### src/rtl/spv_pkg.sv
// Shared types, codes and tables of the sample playback voice.
`timescale 1ns / 1ps

package spv_pkg;

	typedef enum logic [1:0] {
		KIND_WRITE,
		KIND_START,
		KIND_STOP,
		KIND_TICK
	} item_kind_t;

	typedef enum logic [1:0] {
		CURVE_LINEAR,
		CURVE_SQUARE,
		CURVE_SQRT,
		CURVE_COSINE
	} curve_t;

	localparam logic [1:0] MODE_LOOP     = 2'd1;
	localparam logic [1:0] MODE_PINGPONG = 2'd2;

	localparam logic [2:0] REG_START     = 3'd0;
	localparam logic [2:0] REG_END       = 3'd1;
	localparam logic [2:0] REG_LENGTH    = 3'd2;
	localparam logic [2:0] REG_STEP      = 3'd3;
	localparam logic [2:0] REG_GAIN      = 3'd4;
	localparam logic [2:0] REG_MODE      = 3'd5;
	localparam logic [2:0] REG_FADE_IN   = 3'd6;
	localparam logic [2:0] REG_FADE_OUT  = 3'd7;

	localparam logic [16:0] UNITY     = 17'd65536;
	localparam logic [3:0]  ITER_LAST = 4'd15;

	localparam logic [16:0] COS_TAB [33] = '{
		17'd0,     17'd158,   17'd630,   17'd1411,  17'd2494,  17'd3869,
		17'd5522,  17'd7438,  17'd9598,  17'd11980, 17'd14563, 17'd17321,
		17'd20228, 17'd23256, 17'd26375, 17'd29556, 17'd32768, 17'd35980,
		17'd39161, 17'd42280, 17'd45308, 17'd48215, 17'd50973, 17'd53556,
		17'd55938, 17'd58098, 17'd60014, 17'd61667, 17'd63042, 17'd64125,
		17'd64906, 17'd65378, 17'd65536
	};

	typedef enum logic [4:0] {
		ST_IDLE,
		ST_DISPATCH,
		ST_START,
		ST_STOP,
		ST_BOUND,
		ST_FSETUP,
		ST_DIV,
		ST_SQRT_LOAD,
		ST_SQRT,
		ST_MUL_SQ,
		ST_MUL_COS,
		ST_FSTORE,
		ST_MUL_FT,
		ST_RD0,
		ST_RD1,
		ST_RD2,
		ST_MUL_INT,
		ST_ACC,
		ST_MUL_AMP,
		ST_RND,
		ST_MUL_GAIN,
		ST_ADVANCE,
		ST_FINISH
	} ctrl_state_t;

	typedef enum logic [4:0] {
		OP_NONE,
		OP_ACCEPT,
		OP_RANGE,
		OP_START,
		OP_STOP,
		OP_BOUND,
		OP_FSETUP,
		OP_DIV,
		OP_SQRT_LOAD,
		OP_SQRT,
		OP_MUL_SQ,
		OP_MUL_COS,
		OP_FSTORE,
		OP_MUL_FT,
		OP_RD0,
		OP_RD1,
		OP_RD2,
		OP_MUL_INT,
		OP_ACC,
		OP_MUL_AMP,
		OP_RND,
		OP_MUL_GAIN,
		OP_ADVANCE,
		OP_LOAD
	} dp_op_t;

	typedef struct packed {
		dp_op_t op;
	} cmd_t;

	typedef struct packed {
		item_kind_t kind;
		logic       active;
		logic       stop;
		logic       bypass;
		logic       fsel;
		curve_t     curve;
	} status_t;

endpackage

### src/rtl/spv_ctrl.sv
// Sequencing state machine of the sample playback voice.
`timescale 1ns / 1ps

module spv_ctrl (
	input  logic             clk,
	input  logic             arst_n,
	input  logic             in_valid,
	output logic             in_ready,
	output logic             out_valid,
	input  logic             out_ready,
	input  spv_pkg::status_t status,
	output spv_pkg::cmd_t    cmd
);
	import spv_pkg::*;

	ctrl_state_t state_q, state_d;
	logic [3:0]  cnt_q, cnt_d;
	logic        out_valid_q;

	always_ff @(posedge clk or negedge arst_n) begin
		if (!arst_n) begin
			state_q     <= ST_IDLE;
			cnt_q       <= '0;
			out_valid_q <= 1'b0;
		end else begin
			state_q <= state_d;
			cnt_q   <= cnt_d;
			if (cmd.op == OP_LOAD) begin
				out_valid_q <= 1'b1;
			end else if (out_ready) begin
				out_valid_q <= 1'b0;
			end
		end
	end

	always_comb begin
		state_d  = state_q;
		cnt_d    = cnt_q;
		cmd.op   = OP_NONE;
		in_ready = 1'b0;
		case (state_q)
			ST_IDLE: begin
				in_ready = 1'b1;
				if (in_valid) begin
					cmd.op  = OP_ACCEPT;
					state_d = ST_DISPATCH;
				end
			end
			ST_DISPATCH: begin
				cmd.op = OP_RANGE;
				case (status.kind)
					KIND_START: state_d = ST_START;
					KIND_STOP:  state_d = ST_STOP;
					KIND_TICK:  state_d = status.active ? ST_BOUND : ST_FINISH;
					default:    state_d = ST_FINISH;
				endcase
			end
			ST_START: begin
				cmd.op  = OP_START;
				state_d = ST_FINISH;
			end
			ST_STOP: begin
				cmd.op  = OP_STOP;
				state_d = ST_FINISH;
			end
			ST_BOUND: begin
				cmd.op  = OP_BOUND;
				state_d = status.stop ? ST_FINISH : ST_FSETUP;
			end
			ST_FSETUP: begin
				cmd.op  = OP_FSETUP;
				cnt_d   = '0;
				state_d = status.bypass ? ST_FSTORE : ST_DIV;
			end
			ST_DIV: begin
				cmd.op = OP_DIV;
				cnt_d  = cnt_q + 4'd1;
				if (cnt_q == ITER_LAST) begin
					case (status.curve)
						CURVE_SQUARE: state_d = ST_MUL_SQ;
						CURVE_SQRT:   state_d = ST_SQRT_LOAD;
						CURVE_COSINE: state_d = ST_MUL_COS;
						default:      state_d = ST_FSTORE;
					endcase
				end
			end
			ST_SQRT_LOAD: begin
				cmd.op  = OP_SQRT_LOAD;
				cnt_d   = '0;
				state_d = ST_SQRT;
			end
			ST_SQRT: begin
				cmd.op = OP_SQRT;
				cnt_d  = cnt_q + 4'd1;
				if (cnt_q == ITER_LAST) begin
					state_d = ST_FSTORE;
				end
			end
			ST_MUL_SQ: begin
				cmd.op  = OP_MUL_SQ;
				state_d = ST_FSTORE;
			end
			ST_MUL_COS: begin
				cmd.op  = OP_MUL_COS;
				state_d = ST_FSTORE;
			end
			ST_FSTORE: begin
				cmd.op  = OP_FSTORE;
				state_d = status.fsel ? ST_MUL_FT : ST_FSETUP;
			end
			ST_MUL_FT: begin
				cmd.op  = OP_MUL_FT;
				state_d = ST_RD0;
			end
			ST_RD0: begin
				cmd.op  = OP_RD0;
				state_d = ST_RD1;
			end
			ST_RD1: begin
				cmd.op  = OP_RD1;
				state_d = ST_RD2;
			end
			ST_RD2: begin
				cmd.op  = OP_RD2;
				state_d = ST_MUL_INT;
			end
			ST_MUL_INT: begin
				cmd.op  = OP_MUL_INT;
				state_d = ST_ACC;
			end
			ST_ACC: begin
				cmd.op  = OP_ACC;
				state_d = ST_MUL_AMP;
			end
			ST_MUL_AMP: begin
				cmd.op  = OP_MUL_AMP;
				state_d = ST_RND;
			end
			ST_RND: begin
				cmd.op  = OP_RND;
				state_d = ST_MUL_GAIN;
			end
			ST_MUL_GAIN: begin
				cmd.op  = OP_MUL_GAIN;
				state_d = ST_ADVANCE;
			end
			ST_ADVANCE: begin
				cmd.op  = OP_ADVANCE;
				state_d = ST_FINISH;
			end
			ST_FINISH: begin
				if (!out_valid_q || out_ready) begin
					cmd.op  = OP_LOAD;
					state_d = ST_IDLE;
				end
			end
			default: state_d = ST_IDLE;
		endcase
	end

	assign out_valid = out_valid_q;

endmodule

### config.mk
export PLATFORM = sky130hd
export DESIGN_NAME = spv_ctrl
export DESIGN_NICKNAME = d
export VERILOG_FILES = /design/src/rtl/spv_pkg.sv /design/src/rtl/spv_ctrl.sv
export SDC_FILE = /design/constraint.sdc
export NUM_CORES = 1
export LEC_CHECK = 0
export BUFFER_PORTS_ARGS = -buffer_cell sky130_fd_sc_hd__clkbuf_2
export CORE_UTILIZATION = 40
export CTS_CLUSTER_DIAMETER = 40
export CTS_CLUSTER_SIZE = 40
export DETAILED_ROUTE_END_ITERATION = 10
export GPL_TIMING_DRIVEN = 1
export PLACE_DENSITY_LB_ADDON = 0.15
export REMOVE_ABC_BUFFERS = 1
export SETUP_SLACK_MARGIN = 0.1
export SLEW_MARGIN = 5
export SYNTH_ARGS = -nofsm -noshare
export SYNTH_HDL_FRONTEND = slang
export SYNTH_SLANG_ARGS = --single-unit
### constraint.sdc
create_clock -name clk -period 1.4 [get_ports clk]
set_input_delay 0.21 -clock clk [delete_from_list [all_inputs] [get_ports clk]]
set_output_delay 0.21 -clock clk [all_outputs]
set_load 0.01 [all_outputs]
==> reports/qor.yml <==
run_status:
  run_status: "finished with violations"
  failed_checks: "negative setup slack"
synth:
  ys_seq_elements: 10
  yosys.cell_types.count: 51
  ys_seq_area_share_pct: 22.1
  yosys_warnings: 0
  synthArstFlopShare_pct: 100
  netlist_area_mm2: 0.00113
  synth_flop_cell: "dfrtp_1"
  synth_cells: 145
  synth_edf_count: 0
  synth.avg_cell_area_um2: 7.81
finish:
  antennaDiodeCount: 0
  layout.cell_area.non_filler_mm2: 0.00181
  layout.cells.most_common_list: "buf_4 (42), clkbuf_2 (14), buf_6 (14)"
  most_frequent_standard_cell_in_the_layout_excluding_fill_and_tap_cells: "buf_4"
  num-nets-final: 228
  layout.cells.non_filler: 240
  flow.area_growth_from_synthesis_pct: 59.7
  drive_gt1_share_pct: 54.8
  number_of_filler_cells_placed_in_the_layout: 211
setup_path:
  reg2reg_slack_ns: -0.27
  worstPathArrival_ns: 1.53
  reg2regPathDepth: 7
  critical_path.endpoint_type: "output port"
  worstSetupStartpointType: "register"
  critPathMaxFanout: 3
  regToRegEndpoint: "state_q[3]"
  crit_type: "reg2out"
  reg2reg_start: "state_q[2]"
  worstPathRequired_ns: 1.19
die:
  die_area_mm2: 0.00305
  rows: 18
  core_area_mm2: 0.00257
  initial_utilization_pct: 44.1
  chipHeight_um: 55.2
  chipWidth_um: 55.2
  design.portCount: 19
drt:
  route.vias.total: 1352
  avgRoutedWirePerCell_um: 15.3
  wirelength_um: 3680
  drtAntennaViolNets: 0
  post_drt_via_cell_ratio: 5.63
  drc_errors: 0
  drt_pass1_iterations: 4
  drt_iter0_drc: 38
cts:
  cts-root-to-sink-buffers: 2
  cts_tree: "done"
  tritoncts_num_sinks: 10
  clock_latency_ns: 0.26
  numCtsBuffers: 3
  htree_levels: 1
  cts.root.buffer_cell: "clkbuf_4"
  worst_setup_hold_path_clk_slew_ns: 0.06
sta:
  transition_at_the_pin_with_the_smallest_max_transition_slack_ns: 0.357
  setup_viol: 16
  final.min_clock_period_ns: 1.74
  setup_repair_after_global_routing_missed_its_margin: "true"
  final_min_period_over_clock_period_pct: 124
  timing.final.max_slew_violations: 0
  final.setup.worst_slack_ns: -0.342
  finalHoldViolations: 0
  worst_slew_margin_rel_pct: 76.1
  max_freq_mhz: 574
  setup_tns_final_ns: -3.71
  finalClockSkew_ns: 0.00288
global_route:
  grt-ovfl-total: 0
  grt_max_degree: 12
  vias_in_the_first_global_route: 1280
  global_route.usage.total_pct: 23.6
  grt_first_pass_wirelength_um: 5810
  grt_antenna_before_repair: 0
power_and_ir_drop:
  sequential_power_share_pct: 14.5
  intPower_mw: 2.21
  switching_share_pct: 45.4
  share_clk_of_total_power_pct: 4.8
  power_density_mw_per_mm2: 2240
  comb_power_share_pct: 80.7
  p_sw_mw: 1.83
  static-leakage-power_nw: 0.843
  vdd.ir_drop.worst_v: 0.00129
place:
  hpwl_um: 2580
  place.gp.congestion: 0.860
  placement.io_buffers: 18
  post_place_instance_area_mm2: 0.00147
  post-place-cells: 221
  detailedPlace.worstSlack_ns: -0.222
worst_hold_path:
  holdCritPathClass: "in2async"
run:
  max_cap_viol_count: 0
==> synthesized netlist by cell type, types with 2 or more instances <==
master,number,area (um^2)
a21oi_1,15,75.1
o21ai_0,12,60.1
dfrtp_1,10,250
nand2_1,10,37.5
nand3_1,7,35.0
nor2_1,7,26.3
buf_2,5,25.0
buf_6,5,56.3
inv_1,5,18.8
nor2b_1,5,31.3
nor3_1,5,25.0
ha_1,4,50.1
o211ai_1,4,30.0
xnor2_1,4,35.0
a31oi_1,3,18.8
and3_1,3,18.8
nand2b_1,3,18.8
and2b_1,2,15.0
clkbuf_1,2,7.51
nor4_1,2,12.5
o31ai_2,2,25.0
==> kinds of logic after synthesis <==
logic type	Yosys count	share of synthesized area (%)
buffers and inverters	19	10.5
AOI/OAI and AO/OA	48	28.2
xor gates and xnor gates	4	3.09
adders and majority gates	5	5.30
muxes	2	1.88
and+or+nand+nor	57	29.0
DFF	10	22.1
==> registers in the layout, indices dropped and copies added (netlist names) <==
signal,flops
state_q,5
out_valid,1
cnt_q,4
==> power by group through the flow <==
| stage | clock, mW | sequential (mW) | combinational (mW) |
|---|---|---|---|
| 3_5_place_dp | 0 | 0.561 | 2.42 |
| 5_1_grt | 0.219 | 0.606 | 3.50 |
| 3_3_place_gp | 0 | 0.558 | 2.37 |
| 6_report | 0.193 | 0.585 | 3.26 |
| 2_1_floorplan | 0 | 0.725 | 1.10 |
| 4_1_cts | 0.198 | 0.577 | 2.87 |
==> how the worst max path moves through the flow <==
| stage | startpoint | slack (ns) | endpoint |
|---|---|---|---|
| 6_report | state_q[2] | -0.34 | cmd[0] |
| 5_1_grt | state_q[4] | -0.40 | cmd[0] |
| 4_1_cts | state_q[2] | -0.35 | cmd[0] |
| 3_5_place_dp | state_q[3] | -0.22 | state_q[0] |
| 3_3_place_gp | state_q[1] | -0.25 | state_q[1] |
| 2_1_floorplan | state_q[4] | -0.32 | state_q[0] |
==> final cells by class <==
type | instances | area (um^2) | share of cell area, %
repair buffers | 75 | 573 | 31.7
flip-flops and latches | 10 | 255 | 14.1
clock buffers | 3 | 22.5 | 1.25
inverters | 6 | 22.5 | 1.25
well taps | 30 | 37.5 | 2.08
multi-input cells | 116 | 897 | 49.6
==> through the flow <==
step	utilization (%)	hold WS, ns	power [mW]
global route	70.4	0.370	4.33
floorplan	-	-0.0856	1.82
finish	70.4	0.342	4.04
CTS	65.0	0.347	3.64
global placement	57.3	0.0806	2.93
detailed placement	57.3	0.0898	2.98
==> critical path: stages, from the launching register on <==
cell and delay, ns:
dfrtp_2 0.44, or4_4 0.55, nor2_4 0.10, a211oi_1 0.05, clkbuf_2 0.13
==> metal layers <==
layer	vias up	track usage, %	routed length, um
met5	-	0	0
met4	0	6.43	40
met3	4	3.04	120
met2	34	40.6	1930
met1	654	30.9	1590
li1	660	-	-
==> timing repair <==
item,CTS,global route
pin swaps,10,12
setup buffers,11,6
hold buffers,1,0
endpoints found under the setup margin,16,16
endpoints found under the hold margin,10,0
gates resized for setup,29,29
Note: power is estimated with default switching activity, not from simulation.
